<file path="config.mk">
export PLATFORM = sky130hd
export DESIGN_NAME = tbfb_queue
export DESIGN_NICKNAME = d
export VERILOG_FILES = /design/src/rtl/tbfb_pkg.sv /design/src/rtl/tbfb_queue.sv
export SDC_FILE = /design/constraint.sdc
export NUM_CORES = 1
export LEC_CHECK = 0
export ABC_AREA = 0
export ABC_CLOCK_PERIOD_IN_PS = 3420
export BUFFER_PORTS_ARGS = -buffer_cell sky130_fd_sc_hd__buf_2
export CORE_ASPECT_RATIO = 1.25
export CORE_MARGIN = 2
export CORE_UTILIZATION = 45
export DETAILED_ROUTE_END_ITERATION = 8
export PLACE_DENSITY = 0.7
export SLEW_MARGIN = 20
export SYNTH_ARGS = -nofsm -noshare
export SYNTH_HDL_FRONTEND = slang
export SYNTH_SLANG_ARGS = --single-unit
</file>
<file path="constraint.sdc">
create_clock -name clock -period 3.42 [get_ports clock]
set_clock_uncertainty 0.1 [all_clocks]
set_input_delay 0.171 -clock clock [delete_from_list [all_inputs] [get_ports clock]]
set_output_delay 0.171 -clock clock [all_outputs]
set_load 0.02 [all_outputs]
</file>
<file path="src/rtl/tbfb_pkg.sv">
// Package for the packed 2-bit-per-pixel framebuffer block.
// Holds panel geometry, field widths, action codes and the shared types.
// Depends on nothing; every other file of the block uses it.
package tbfb_pkg;

   // Panel geometry and store size.
   localparam int PANEL_WIDTH   = 792;
   localparam int PANEL_HEIGHT  = 272;
   localparam int BYTES_PER_ROW = (PANEL_WIDTH + 3) / 4;
   localparam int STORE_DEPTH   = BYTES_PER_ROW * PANEL_HEIGHT;
   localparam int ADDR_W        = $clog2(STORE_DEPTH);

   // Request and response field widths.
   localparam int ACTION_W = 2;
   localparam int COL_W    = 10;
   localparam int ROW_W    = 9;
   localparam int DATA_W   = 8;
   localparam int SLOT_W   = 2;
   localparam int PIX_W    = 2;
   localparam int LANES    = 8;

   // Byte index within a row and clear row count.
   localparam int BYTE_W = (COL_W - 2 > $clog2(BYTES_PER_ROW + 1)) ?
                           COL_W - 2 : $clog2(BYTES_PER_ROW + 1);
   localparam int CNT_W  = (ROW_W > $clog2(PANEL_HEIGHT + 1)) ?
                           ROW_W : $clog2(PANEL_HEIGHT + 1);

   // Command queue between the front and the back.
   localparam int QUEUE_DEPTH = 2;
   localparam int QPTR_W      = (QUEUE_DEPTH > 1) ? $clog2(QUEUE_DEPTH) : 1;
   localparam int QCNT_W      = $clog2(QUEUE_DEPTH + 1);

   // Action codes of a request.
   localparam logic [ACTION_W-1:0] ACT_WRITE = ACTION_W'(0);
   localparam logic [ACTION_W-1:0] ACT_CLEAR = ACTION_W'(1);
   localparam logic [ACTION_W-1:0] ACT_READ  = ACTION_W'(2);

   // Byte constants.
   localparam logic [DATA_W-1:0] PIX_MASK  = 8'hC0;
   localparam logic [DATA_W-1:0] FILL_BYTE = 8'hFF;

   typedef enum logic [1:0] {
      CMD_WRITE,
      CMD_CLEAR,
      CMD_READ
   } tbfb_kind_type;

   typedef enum logic [2:0] {
      BK_IDLE,
      BK_WR_MOD,
      BK_CLR,
      BK_RD_HI,
      BK_RD_FIN
   } tbfb_back_state_type;

   // Classified request held in the front stage.
   typedef struct packed {
      tbfb_kind_type     kind;
      logic [ROW_W-1:0]  row;
      logic [BYTE_W-1:0] byte_lo;
      logic [BYTE_W-1:0] byte_hi;
      logic [CNT_W-1:0]  rows;
      logic [PIX_W-1:0]  pix;
      logic [SLOT_W-1:0] slot;
      logic              plane;
      logic [LANES-1:0]  mask;
   } tbfb_front_item_type;

   // Command handed to the back through the queue.
   typedef struct packed {
      tbfb_kind_type     kind;
      logic [ADDR_W-1:0] base;
      logic [BYTE_W-1:0] byte_lo;
      logic [BYTE_W-1:0] byte_hi;
      logic [CNT_W-1:0]  rows;
      logic [PIX_W-1:0]  pix;
      logic [SLOT_W-1:0] slot;
      logic              plane;
      logic [LANES-1:0]  mask;
   } tbfb_cmd_type;

   typedef struct packed {
      tbfb_back_state_type state;
   } tbfb_back_status_type;

endpackage

</file>
<file path="src/rtl/tbfb_queue.sv">
// Short command queue between the front and the back.
// Depends on tbfb_pkg.
module tbfb_queue (
   input  logic                          clock,
   input  logic                          reset,
   input  logic                          push_valid,
   output logic                          push_ready,
   input  tbfb_pkg::tbfb_cmd_type        push_data,
   output logic                          pop_valid,
   input  logic                          pop_ready,
   output tbfb_pkg::tbfb_cmd_type        pop_data,
   output logic [tbfb_pkg::QCNT_W-1:0]   count
);

   tbfb_pkg::tbfb_cmd_type              entry_ff [tbfb_pkg::QUEUE_DEPTH];
   logic [tbfb_pkg::QPTR_W-1:0]         wr_ptr_ff;
   logic [tbfb_pkg::QPTR_W-1:0]         wr_ptr_in;
   logic [tbfb_pkg::QPTR_W-1:0]         rd_ptr_ff;
   logic [tbfb_pkg::QPTR_W-1:0]         rd_ptr_in;
   logic [tbfb_pkg::QCNT_W-1:0]         count_ff;
   logic [tbfb_pkg::QCNT_W-1:0]         count_in;
   logic                                do_push;
   logic                                do_pop;

   assign push_ready = count_ff != tbfb_pkg::QCNT_W'(tbfb_pkg::QUEUE_DEPTH);
   assign pop_valid  = count_ff != '0;
   assign pop_data   = entry_ff[rd_ptr_ff];
   assign count      = count_ff;
   assign do_push    = push_valid && push_ready;
   assign do_pop     = pop_valid && pop_ready;

   always_comb begin
      wr_ptr_in = wr_ptr_ff;
      rd_ptr_in = rd_ptr_ff;
      count_in  = count_ff;
      if (do_push) begin
         wr_ptr_in = (int'(wr_ptr_ff) == tbfb_pkg::QUEUE_DEPTH - 1) ?
                     '0 : wr_ptr_ff + tbfb_pkg::QPTR_W'(1);
      end
      if (do_pop) begin
         rd_ptr_in = (int'(rd_ptr_ff) == tbfb_pkg::QUEUE_DEPTH - 1) ?
                     '0 : rd_ptr_ff + tbfb_pkg::QPTR_W'(1);
      end
      if (do_push && !do_pop) begin
         count_in = count_ff + tbfb_pkg::QCNT_W'(1);
      end else if (do_pop && !do_push) begin
         count_in = count_ff - tbfb_pkg::QCNT_W'(1);
      end
   end

   always_ff @(posedge clock) begin
      if (reset) begin
         wr_ptr_ff <= '0;
         rd_ptr_ff <= '0;
         count_ff  <= '0;
      end else begin
         wr_ptr_ff <= wr_ptr_in;
         rd_ptr_ff <= rd_ptr_in;
         count_ff  <= count_in;
      end
   end

   always_ff @(posedge clock) begin
      if (do_push) begin
         entry_ff[wr_ptr_ff] <= push_data;
      end
   end

endmodule

</file>
==> results.sh <==
export IMPL_viasPerCell=4.65
export IMPL_antenna_found_initial=0
export IMPL_fin_area_mm2=0.00622
export IMPL_drive_above_1_share_pct=52.7
export IMPL_seqPwrFrac_pct=38.4
export IMPL_finalCritPeriodShare_pct=58.7
export IMPL_ys_types=19
export IMPL_synth_top_area_share_pct=78.7
export IMPL_synthesis_area_mm2=0.00427
export IMPL_cts_tree="yes"
export IMPL_postSynthAreaPerCell_um2=21.6
export IMPL_cts_inserted_buffers=17
export IMPL_die_area_mm2=0.0103
export IMPL_finalWorstSetupSlack_ns=1.41
export IMPL_first_iter_violations=129
export IMPL_min_path_cells=4
export IMPL_outcome="finished clean"
export IMPL_top_layer="met4"
export IMPL_async_reset_ff_share_pct=0
export IMPL_synthFlopType="edfxtp_1"
export IMPL_finalHoldViolCount=0
export IMPL_clockRootBuffer="clkbuf_16"
export IMPL_cts_buffer_depth=2
export IMPL_dp_hpwl_um=4630
export IMPL_peakVddDrop_v=0.000483
export IMPL_pin_count=120
export IMPL_gr_total_overflow=0
export IMPL_relSlewSlack_pct=51.8
export IMPL_cts_max_level=4
export IMPL_port_buffers=119
export IMPL_yosysTopAreaCell="edfxtp_1"
export IMPL_period_needed_ns=2.01
export IMPL_synthTopCellsByArea="edfxtp_1 79%, mux2_2 15%, dfxtp_1 2.3%, buf_6 1.1%, xor2_1 0.61%"
export IMPL_slew_viol_final=0
export IMPL_setup_tns_ns=0
export IMPL_num_vias=2449
export IMPL_post_drt_wl_per_cell_um=15.1
export IMPL_clock_power_share_pct=36.8
export IMPL_grt_max_degree=57
export IMPL_reg2reg_depth=3
export IMPL_wl_met2_um=4450
export IMPL_fin_util_pct=67.8
export IMPL_grt_usage_pct=16.0
export IMPL_grt_pass1_vias=2653
export IMPL_worst_pin_slew_ns=0.724
export IMPL_ys_ff_latch=117
export IMPL_syn_to_final_growth_pct=45.6
export IMPL_clock_sinks=117
export IMPL_cap_violations=0
export IMPL_setup_viol_count_final=0
export IMPL_diodes=0
export IMPL_synth_seq_area_share_pct=81.0
export IMPL_p_leak_nw=2.39
export IMPL_clock_latency_ns=0.39
export IMPL_pre_cts_ws_ns=1.40
export IMPL_ant_nets=0
export IMPL_combPwrFrac_pct=24.8
export IMPL_synth_edf_count=112
export IMPL_start_kind="flip-flop"
export IMPL_yosysWarningCount=0
export IMPL_cp_required_ns=3.41
export IMPL_netSwitchingFraction_pct=26.9
export IMPL_dpl_cell_area_mm2=0.00503
export IMPL_gp_routability_congestion=0.689
export IMPL_drt_total_wl_um=7960
export IMPL_die_w_um=91.2
export IMPL_pwr_density_cell_mw_per_mm2=773
export IMPL_rsz0062_at_grt="no"
export IMPL_p_total_mw=4.81
export IMPL_hp_class="input pin to flip-flop"
export IMPL_worstSetupEndpointType="flip-flop"
export IMPL_nets=452
export IMPL_dieHeight_um=113
export IMPL_rows=39
export IMPL_crit_type="flip-flop to flip-flop"
export IMPL_initial_core_util_pct=46.6
export IMPL_crit_fanout=29
export IMPL_syn_num_nets=259
export IMPL_firstDrtPassIters=4
export IMPL_wl_met3_um=308
export IMPL_synth_most_common_cell="edfxtp_1"
export IMPL_drt_met1_wl_um=3040
export IMPL_max_freq_ghz=0.498
export IMPL_remaining_drc_errors=0
export IMPL_internal_power_mw=3.52
export IMPL_syn_inst=198
export IMPL_grt_pass1_wl_um=12200
export IMPL_synth_commonest_cells="112 x edfxtp_1, 56 x mux2_2, 5 x dfxtp_1"
export IMPL_path_clk_slew_ns=0.05
export IMPL_coreArea_mm2=0.00917
export IMPL_switchingPower_mw=1.30
export IMPL_arrival_ns=2.00
## through the flow
step / cells / hold WS, ns
global route: 527 / 0.127
detailed placement: 437 / 0.262
finish: 527 / 0.0977
global placement: 437 / 0.260
floorplan: 198 / 0.140
CTS: 527 / 0.0879
## metal layers
layer,up-vias,track usage [%]
met5,-,0
met4,0,9.60
met3,12,5.13
met2,76,28.1
met1,1192,16.5
li1,1169,-
## logic make-up after synthesis
| group | synth area share, % |
|---|---|
| muxes | 14.8 |
| xor gates and xnor gates | 0.615 |
| DFF | 81.0 |
| buffers and inverters | 1.43 |
| and+or+nand+nor | 1.17 |
| adders and majority gates | 0.293 |
| AOI/OAI and AO/OA | 0.703 |
## area by class of cell
| type | count | area (um2) |
|---|---|---|
| Tap cell | 123 | 154 |
| Clock buffer | 23 | 488 |
| Timing Repair Buffer | 180 | 1240 |
| Clock inverter | 9 | 125 |
| Multi-Input combinational cell | 74 | 751 |
| Inverter | 1 | 3.75 |
| Sequential cell | 117 | 3460 |
| Fill cell | 646 | 2950 |
## timing repair
item	CTS	global route
setup buffers	0	0
gates resized for setup	0	0
hold buffers	58	0
endpoints found under the hold margin	117	0
## critical path, stage by stage (launching register included)
cell	delay, ns
dfxtp_1	0.41
nand2b_1	0.20
and3_2	0.69
buf_12	0.28
## final timing paths
check,startpoint,endpoint,slack [ns]
setup reg to reg,count[0],entry_ff[1][5],1.41
setup / recovery,count[0],entry_ff[1][5],1.41
hold reg to reg,rd_ptr_ff,flip-flop,0.41
hold / removal,pop_ready,flip-flop,0.1
## power groups by stage
| stage | Clock, mW | Combinational (mW) | Sequential [mW] |
|---|---|---|---|
| 4_1_cts | 1.81 | 1.21 | 1.85 |
| 3_3_place_gp | 0 | 1.14 | 1.86 |
| 5_1_grt | 1.87 | 1.27 | 1.86 |
| 6_report | 1.77 | 1.19 | 1.85 |
| 2_1_floorplan | 0 | 0.800 | 1.88 |
| 3_5_place_dp | 0 | 1.15 | 1.87 |
## flip-flops by register name (all words and copies together), names as in the netlist, named ones only
signal     flops
rd_ptr_ff      1
wr_ptr_ff      1
count          2
entry_ff     112
## cells in the final DEF, fill, tap and decap left out, types with 2 or more instances in the layout
cell type / instances
a21oi_1: 2
buf_12: 3
buf_2: 119
bufinv_16: 3
clkbuf_1: 2
clkbuf_16: 17
clkbuf_8: 4
clkinv_2: 4
clkinvlp_4: 2
dfxtp_1: 4
dlygate4sd3_1: 58
edfxtp_1: 112
mux2_2: 56
nor2_1: 3
o21ai_0: 2
xor2_1: 3
No activity file was read; power rests on OpenSTA's default activity.
