<file path="src/rtl/tbfb_pkg.sv">
// Package for the packed 2-bit-per-pixel framebuffer block.
// Holds panel geometry, field widths, action codes and the shared types.
// Depends on nothing; every other file of the block uses it.
package tbfb_pkg;

   // Panel geometry and store size.
   localparam int PANEL_WIDTH   = 792;
   localparam int PANEL_HEIGHT  = 272;
   localparam int BYTES_PER_ROW = (PANEL_WIDTH + 3) / 4;
   localparam int STORE_DEPTH   = BYTES_PER_ROW * PANEL_HEIGHT;
   localparam int ADDR_W        = $clog2(STORE_DEPTH);

   // Request and response field widths.
   localparam int ACTION_W = 2;
   localparam int COL_W    = 10;
   localparam int ROW_W    = 9;
   localparam int DATA_W   = 8;
   localparam int SLOT_W   = 2;
   localparam int PIX_W    = 2;
   localparam int LANES    = 8;

   // Byte index within a row and clear row count.
   localparam int BYTE_W = (COL_W - 2 > $clog2(BYTES_PER_ROW + 1)) ?
                           COL_W - 2 : $clog2(BYTES_PER_ROW + 1);
   localparam int CNT_W  = (ROW_W > $clog2(PANEL_HEIGHT + 1)) ?
                           ROW_W : $clog2(PANEL_HEIGHT + 1);

   // Command queue between the front and the back.
   localparam int QUEUE_DEPTH = 2;
   localparam int QPTR_W      = (QUEUE_DEPTH > 1) ? $clog2(QUEUE_DEPTH) : 1;
   localparam int QCNT_W      = $clog2(QUEUE_DEPTH + 1);

   // Action codes of a request.
   localparam logic [ACTION_W-1:0] ACT_WRITE = ACTION_W'(0);
   localparam logic [ACTION_W-1:0] ACT_CLEAR = ACTION_W'(1);
   localparam logic [ACTION_W-1:0] ACT_READ  = ACTION_W'(2);

   // Byte constants.
   localparam logic [DATA_W-1:0] PIX_MASK  = 8'hC0;
   localparam logic [DATA_W-1:0] FILL_BYTE = 8'hFF;

   typedef enum logic [1:0] {
      CMD_WRITE,
      CMD_CLEAR,
      CMD_READ
   } tbfb_kind_type;

   typedef enum logic [2:0] {
      BK_IDLE,
      BK_WR_MOD,
      BK_CLR,
      BK_RD_HI,
      BK_RD_FIN
   } tbfb_back_state_type;

   // Classified request held in the front stage.
   typedef struct packed {
      tbfb_kind_type     kind;
      logic [ROW_W-1:0]  row;
      logic [BYTE_W-1:0] byte_lo;
      logic [BYTE_W-1:0] byte_hi;
      logic [CNT_W-1:0]  rows;
      logic [PIX_W-1:0]  pix;
      logic [SLOT_W-1:0] slot;
      logic              plane;
      logic [LANES-1:0]  mask;
   } tbfb_front_item_type;

   // Command handed to the back through the queue.
   typedef struct packed {
      tbfb_kind_type     kind;
      logic [ADDR_W-1:0] base;
      logic [BYTE_W-1:0] byte_lo;
      logic [BYTE_W-1:0] byte_hi;
      logic [CNT_W-1:0]  rows;
      logic [PIX_W-1:0]  pix;
      logic [SLOT_W-1:0] slot;
      logic              plane;
      logic [LANES-1:0]  mask;
   } tbfb_cmd_type;

   typedef struct packed {
      tbfb_back_state_type state;
   } tbfb_back_status_type;

endpackage

</file>
<file path="src/rtl/tbfb_if.sv">
// Valid/ready channel interfaces of the framebuffer block.
// Depends on tbfb_pkg for the field widths.
interface tbfb_req_if;
   logic                          valid;
   logic                          ready;
   logic [tbfb_pkg::ACTION_W-1:0] action;
   logic [tbfb_pkg::COL_W-1:0]    col;
   logic [tbfb_pkg::ROW_W-1:0]    row;
   logic [tbfb_pkg::COL_W-1:0]    col_stop;
   logic [tbfb_pkg::ROW_W-1:0]    row_stop;
   logic [tbfb_pkg::DATA_W-1:0]   source_byte;
   logic [tbfb_pkg::SLOT_W-1:0]   source_slot;
   logic                          plane;

   modport source (output valid, action, col, row, col_stop, row_stop,
                   source_byte, source_slot, plane, input ready);
   modport sink (input valid, action, col, row, col_stop, row_stop,
                 source_byte, source_slot, plane, output ready);
endinterface


</file>
<file path="src/rtl/tbfb_front.sv">
// Front stage: accepts requests, drops the ones that do nothing, clips
// rectangles and turns the row into a store base address.
// Depends on tbfb_pkg and tbfb_if.
module tbfb_front (
   input  logic                   clock,
   input  logic                   reset,
   tbfb_req_if.sink               req_ch,
   output logic                   push_valid,
   input  logic                   push_ready,
   output tbfb_pkg::tbfb_cmd_type push_data
);

   logic                          f_valid_ff;
   logic                          f_valid_in;
   tbfb_pkg::tbfb_front_item_type f_item_ff;
   tbfb_pkg::tbfb_front_item_type f_item_in;
   logic                          accept;
   logic                          keep;

   assign req_ch.ready = !f_valid_ff || push_ready;
   assign accept       = req_ch.valid && req_ch.ready;

   always_comb begin
      logic [tbfb_pkg::BYTE_W-1:0] b0;
      logic [tbfb_pkg::BYTE_W-1:0] b1_raw;
      logic [tbfb_pkg::BYTE_W-1:0] b1;
      logic [tbfb_pkg::CNT_W-1:0]  r0;
      logic [tbfb_pkg::CNT_W-1:0]  r1;
      logic [tbfb_pkg::COL_W-1:0]  gcol;
      logic                        row_ok;
      logic                        col_ok;
      logic                        full;

      b0     = tbfb_pkg::BYTE_W'(req_ch.col[tbfb_pkg::COL_W-1:2]);
      b1_raw = tbfb_pkg::BYTE_W'(req_ch.col_stop[tbfb_pkg::COL_W-1:2]);
      b1     = (int'(b1_raw) > tbfb_pkg::BYTES_PER_ROW) ?
               tbfb_pkg::BYTE_W'(tbfb_pkg::BYTES_PER_ROW) : b1_raw;
      r0     = tbfb_pkg::CNT_W'(req_ch.row);
      r1     = (int'(req_ch.row_stop) > tbfb_pkg::PANEL_HEIGHT) ?
               tbfb_pkg::CNT_W'(tbfb_pkg::PANEL_HEIGHT) :
               tbfb_pkg::CNT_W'(req_ch.row_stop);
      gcol   = {req_ch.col[tbfb_pkg::COL_W-1:3], 3'b000};
      row_ok = int'(req_ch.row) < tbfb_pkg::PANEL_HEIGHT;
      col_ok = int'(req_ch.col) < tbfb_pkg::PANEL_WIDTH;
      full   = (req_ch.col == req_ch.col_stop) && (req_ch.row == req_ch.row_stop);

      f_item_in.kind    = tbfb_pkg::CMD_WRITE;
      f_item_in.row     = req_ch.row;
      f_item_in.byte_lo = b0;
      f_item_in.byte_hi = b1;
      f_item_in.rows    = r1 - r0;
      f_item_in.slot    = req_ch.col[1:0];
      f_item_in.plane   = req_ch.plane;
      f_item_in.mask    = '0;
      unique case (req_ch.source_slot)
         2'd0:    f_item_in.pix = req_ch.source_byte[7:6];
         2'd1:    f_item_in.pix = req_ch.source_byte[5:4];
         2'd2:    f_item_in.pix = req_ch.source_byte[3:2];
         default: f_item_in.pix = req_ch.source_byte[1:0];
      endcase
      for (int k = 0; k < tbfb_pkg::LANES; k++) begin
         f_item_in.mask[tbfb_pkg::LANES-1-k] =
            row_ok && ((int'(gcol) + k) < tbfb_pkg::PANEL_WIDTH);
      end
      keep = 1'b0;

      unique case (req_ch.action)
         tbfb_pkg::ACT_WRITE: begin
            keep = row_ok && col_ok;
         end
         tbfb_pkg::ACT_CLEAR: begin
            f_item_in.kind = tbfb_pkg::CMD_CLEAR;
            if (full) begin
               // Start equal to end means the whole store.
               f_item_in.row     = '0;
               f_item_in.byte_lo = '0;
               f_item_in.byte_hi = tbfb_pkg::BYTE_W'(tbfb_pkg::BYTES_PER_ROW);
               f_item_in.rows    = tbfb_pkg::CNT_W'(tbfb_pkg::PANEL_HEIGHT);
               keep              = 1'b1;
            end else begin
               keep = (b0 < b1) && (r0 < r1);
            end
         end
         tbfb_pkg::ACT_READ: begin
            f_item_in.kind    = tbfb_pkg::CMD_READ;
            f_item_in.byte_lo = tbfb_pkg::BYTE_W'({req_ch.col[tbfb_pkg::COL_W-1:3], 1'b0});
            if (!row_ok) begin
               f_item_in.row = '0;
            end
            keep = 1'b1;
         end
         default: begin
            keep = 1'b0;
         end
      endcase

      if (accept) begin
         f_valid_in = keep;
      end else if (push_ready) begin
         f_valid_in = 1'b0;
      end else begin
         f_valid_in = f_valid_ff;
      end
   end

   always_ff @(posedge clock) begin
      if (reset) begin
         f_valid_ff <= 1'b0;
      end else begin
         f_valid_ff <= f_valid_in;
      end
   end

   always_ff @(posedge clock) begin
      if (accept) begin
         f_item_ff <= f_item_in;
      end
   end

   assign push_valid        = f_valid_ff;
   assign push_data.kind    = f_item_ff.kind;
   assign push_data.base    = tbfb_pkg::ADDR_W'(f_item_ff.row) *
                              tbfb_pkg::ADDR_W'(tbfb_pkg::BYTES_PER_ROW);
   assign push_data.byte_lo = f_item_ff.byte_lo;
   assign push_data.byte_hi = f_item_ff.byte_hi;
   assign push_data.rows    = f_item_ff.rows;
   assign push_data.pix     = f_item_ff.pix;
   assign push_data.slot    = f_item_ff.slot;
   assign push_data.plane   = f_item_ff.plane;
   assign push_data.mask    = f_item_ff.mask;

endmodule

</file>
<file path="src/flat_wrapper.sv">
// flat-port wrapper written by rule: the top's interface ports become plain ports
module tbfb_front_flat 
  (clock, reset, push_valid, push_ready, push_data, req_ch_valid, req_ch_action, req_ch_col, req_ch_row, req_ch_col_stop, req_ch_row_stop, req_ch_source_byte, req_ch_source_slot, req_ch_plane, req_ch_ready);
  tbfb_req_if req_ch_i ();
  input  logic clock;
  input  logic reset;
  output logic push_valid;
  input  logic push_ready;
  output tbfb_pkg::tbfb_cmd_type push_data;
  input wire logic [$bits(req_ch_i.valid)-1:0] req_ch_valid;
  input wire logic [$bits(req_ch_i.action)-1:0] req_ch_action;
  input wire logic [$bits(req_ch_i.col)-1:0] req_ch_col;
  input wire logic [$bits(req_ch_i.row)-1:0] req_ch_row;
  input wire logic [$bits(req_ch_i.col_stop)-1:0] req_ch_col_stop;
  input wire logic [$bits(req_ch_i.row_stop)-1:0] req_ch_row_stop;
  input wire logic [$bits(req_ch_i.source_byte)-1:0] req_ch_source_byte;
  input wire logic [$bits(req_ch_i.source_slot)-1:0] req_ch_source_slot;
  input wire logic [$bits(req_ch_i.plane)-1:0] req_ch_plane;
  output wire logic [$bits(req_ch_i.ready)-1:0] req_ch_ready;
  assign req_ch_i.valid = req_ch_valid;
  assign req_ch_i.action = req_ch_action;
  assign req_ch_i.col = req_ch_col;
  assign req_ch_i.row = req_ch_row;
  assign req_ch_i.col_stop = req_ch_col_stop;
  assign req_ch_i.row_stop = req_ch_row_stop;
  assign req_ch_i.source_byte = req_ch_source_byte;
  assign req_ch_i.source_slot = req_ch_source_slot;
  assign req_ch_i.plane = req_ch_plane;
  assign req_ch_ready = req_ch_i.ready;
  tbfb_front u_core (.clock(clock), .reset(reset), .req_ch(req_ch_i), .push_valid(push_valid), .push_ready(push_ready), .push_data(push_data));
endmodule
</file>
<file path="config.mk">
export PLATFORM = sky130hd
export DESIGN_NAME = tbfb_front_flat
export DESIGN_NICKNAME = d
export VERILOG_FILES = /design/src/rtl/tbfb_pkg.sv /design/src/rtl/tbfb_if.sv /design/src/rtl/tbfb_front.sv /design/src/flat_wrapper.sv
export SDC_FILE = /design/constraint.sdc
export NUM_CORES = 1
export LEC_CHECK = 0
export BUFFER_PORTS_ARGS = -buffer_cell sky130_fd_sc_hd__clkbuf_2
export CAP_MARGIN = 10
export CORE_MARGIN = 4
export CORE_UTILIZATION = 49
export CTS_CLUSTER_DIAMETER = 100
export DETAILED_ROUTE_END_ITERATION = 6
export PLACE_DENSITY = 0.85
export SYNTH_ARGS = -nofsm -noshare
export SYNTH_HDL_FRONTEND = slang
export SYNTH_SLANG_ARGS = --single-unit
</file>
<file path="constraint.sdc">
create_clock -name clock -period 3.7 [get_ports clock]
set_clock_uncertainty 0.2 [all_clocks]
set_input_delay 0.555 -clock clock [delete_from_list [all_inputs] [get_ports clock]]
set_output_delay 0.555 -clock clock [all_outputs]
set_load 0.02 [all_outputs]
</file>
==> reports/metrics.yaml <==
status: "complete, but fails checks"
violations: "setup timing"
drcViolationCount: 0
powerDensity_nw_per_um2: 524
nFillCells: 664
worst_ir_drop_vdd_mv: 0.242
p_switching_mw: 1.02
reg2reg_from: "u_core.push_valid"
via_count: 3243
setup_slack_ps: -957
nNetsFinal: 633
final_antenna_net_count: 0
rsz0062_at_grt: "yes"
drtIter0Drc: 101
ys.flop_type: "edfxtp_1"
place_congestion: 0.885
syn_area_um2: 4080
final_cell_area_um2: 5080
synth_area_leaders: "edfxtp_1, ha_1, buf_4"
h-tree-depth: 2
core-area_um2: 8180
post-route-period-util_pct: 126
final_layout_size_suffix_gt1_share_pct: 37.2
timing.critical_path.mode_cell: "inv_2"
grt_first_pass_wirelength_mm: 15.6
layout_min_cycle_time_ps: 4660
wl_per_cell_um: 15.9
synth_top_cells_by_count: "ha_1, edfxtp_1, inv_1"
cp_data_required_time_ps: 2940
hold_violations: 0
swShare_pct: 38.2
async_flop_share_pct: 0
cts_max_path_buffers: 2
cts_hold_buf: 0
p_clk_share_pct: 14.4
placed_cell_area_um2: 4740
die_h_um: 99.2
first_global_vias: 3350
wirelength_mm: 9.77
cts_tree: "built"
fmax_mhz: 215
critical_path_arrival_ps: 3900
seq_area_frac_synth_pct: 32.2
firstDrtPassIters: 4
crit_path_start: "u_core.f_item_ff[40]"
p_leak_nw: 2.47
clk_root_buffer_cell: "clkbuf_8"
p_comb_share_pct: 62.4
crit_chain: "buf_6 -> ha_4 -> inv_2 -> fa_1 -> inv_1 -> ha_1 -> inv_2 -> fa_1 -> inv_2 -> ha_4 -> or3_1 -> o22ai_2 -> o21ai_2 -> o41ai_4 -> xnor2_2 -> clkbuf_8"
hold_start: "req_ch_plane"
via_per_inst: 5.26
grtUsageTotal_pct: 19.8
hp-class: "input port to flop"
dieArea_um2: 9850
cp_slowest_cell: "fa_1"
crit_type: "flop to output port"
boundaryPins: 113
crit_path_start_kind: "flop"
drv_slew: 0
row_count: 33
cp-end-kind: "output port"
p_int_mw: 1.64
cts_buffers: 5
synth.avg_cell_area_um2: 10.1
netlist_instances: 404
overflow: 0
synth_seq_cells: 44
area_growth_pct: 24.5
hpwl_mm: 7.85
maxCapViolCount: 0
worst_path_largest_cell_delay_ps: 490
setup_viol: 8
netlist.area_leader.share_pct: 31.7
io_buffers: 111
yosysMostFrequentCell: "ha_1"
n_antenna_cell: 0
cts.clk_slew.worst_paths_ps: 90
max_slew_margin_pct: 33.7
cp_max_fo: 4
synth_enable_flop_cells: 43
die_w_um: 99.2
clk_latency_ps: 310
start_util_pct: 49.9
clock_sinks: 44
ys.warnings.count: 0
sequentialPowerShare_pct: 23.3
grt_max_degree: 44
syn_nets: 527
antenna_found_initial: 0
power_mw: 2.66
synth.distinct_cells: 48
worstMarginPinSlew_ps: 995
synth_largest_area_cell: "edfxtp_1"
-- repair_timing --
item,CTS,global route
resized for setup,26,18
endpoints found under the setup margin,8,9
setup buffers,3,2
pin swaps,13,13
-- final cells by class --
class,instances,area (um2),share of cell area (%)
inverters,43,161,3.18
clock inverters,3,46.3,0.912
well taps,105,131,2.59
clock buffers,5,68.8,1.36
multi-input cells,271,2480,48.8
flip-flops and latches,44,1310,25.8
repair buffers,145,880,17.3
-- metrics by stage --
step           setup slack (ps)  cells  TNS (ps)  hold WS (ps)  utilization, %
6_report                   -957    616     -5980           223            62.1
5_1_grt                   -1070    616     -6950           219            62.1
4_1_cts                   -1020    615     -6070           217            61.1
3_5_place_dp               -767    605     -3880           497            57.9
3_3_place_gp               -571    605     -2840           466            57.9
2_1_floorplan              -406    404     -1740           454               -
-- state kept, by name, summed over array words and instances (netlist names) --
| register | count |
|---|---|
| u_core.push_valid | 1 |
| u_core.push_data | 34 |
| u_core.f_item_ff | 9 |
-- power by group through the flow --
stage | logic [mW] | clock network [mW] | registers, mW
after global placement | 1.29 | 0 | 0.629
final | 1.66 | 0.382 | 0.619
after floorplan | 0.937 | 0 | 0.627
after global routing | 1.79 | 0.408 | 0.623
after detailed placement | 1.34 | 0 | 0.630
after CTS | 1.55 | 0.390 | 0.620
-- critical path, delay by kind of cell, from the launching register on --
kind	cells	cell delay [ps]
adders and majority gates	5	1680
AOI/OAI and AO/OA	3	560
buffers and inverters	6	480
DFF	1	400
and+or+nand+nor	1	320
xor gates and xnor gates	1	150
-- final timing paths --
check                                            end  slack [ps]  depth (start not counted)
worst max-delay path                   push_data[52]        -960                         16
worst min-delay path             u_core.push_data[8]         220                          1
worst max register to register  u_core.push_data[15]        1790                          2
worst min register to register     u_core.push_valid         540                          3
-- placed cells by master (no fill, tap or decap), drive strengths merged, types with 4 or more instances in the layout --
cell / count
nor3: 8
a21oi: 10
fa: 7
xnor2: 20
inv: 44
nand3: 4
nor4: 6
edfxtp: 43
o21ai: 12
buf: 38
nor2: 26
ha: 61
and2: 9
o21a: 16
nand2b: 5
a21o: 6
nand2: 10
nor2b: 11
xor2: 18
or3: 6
clkbuf: 112
-- per-layer routing --
metal	track usage (%)	vias to the layer above	routed length (um)
li1	-	1580	-
met1	21.5	1544	3620
met2	38.0	94	5480
met3	2.95	25	351
met4	7.88	0	314
met5	0	-	0
-- logic make-up after synthesis --
| group | Yosys count | share of synthesized area, % |
|---|---|---|
| other | 1 | 0.0920 |
| adders and majority gates | 68 | 22.2 |
| AOI/OAI and AO/OA | 67 | 11.5 |
| and+or+nand+nor | 95 | 12.4 |
| buffers and inverters | 89 | 12.4 |
| xor gates and xnor gates | 38 | 8.16 |
| DFF | 44 | 32.2 |
| muxes | 2 | 1.10 |
Note: power is estimated with default switching activity, not from simulation.
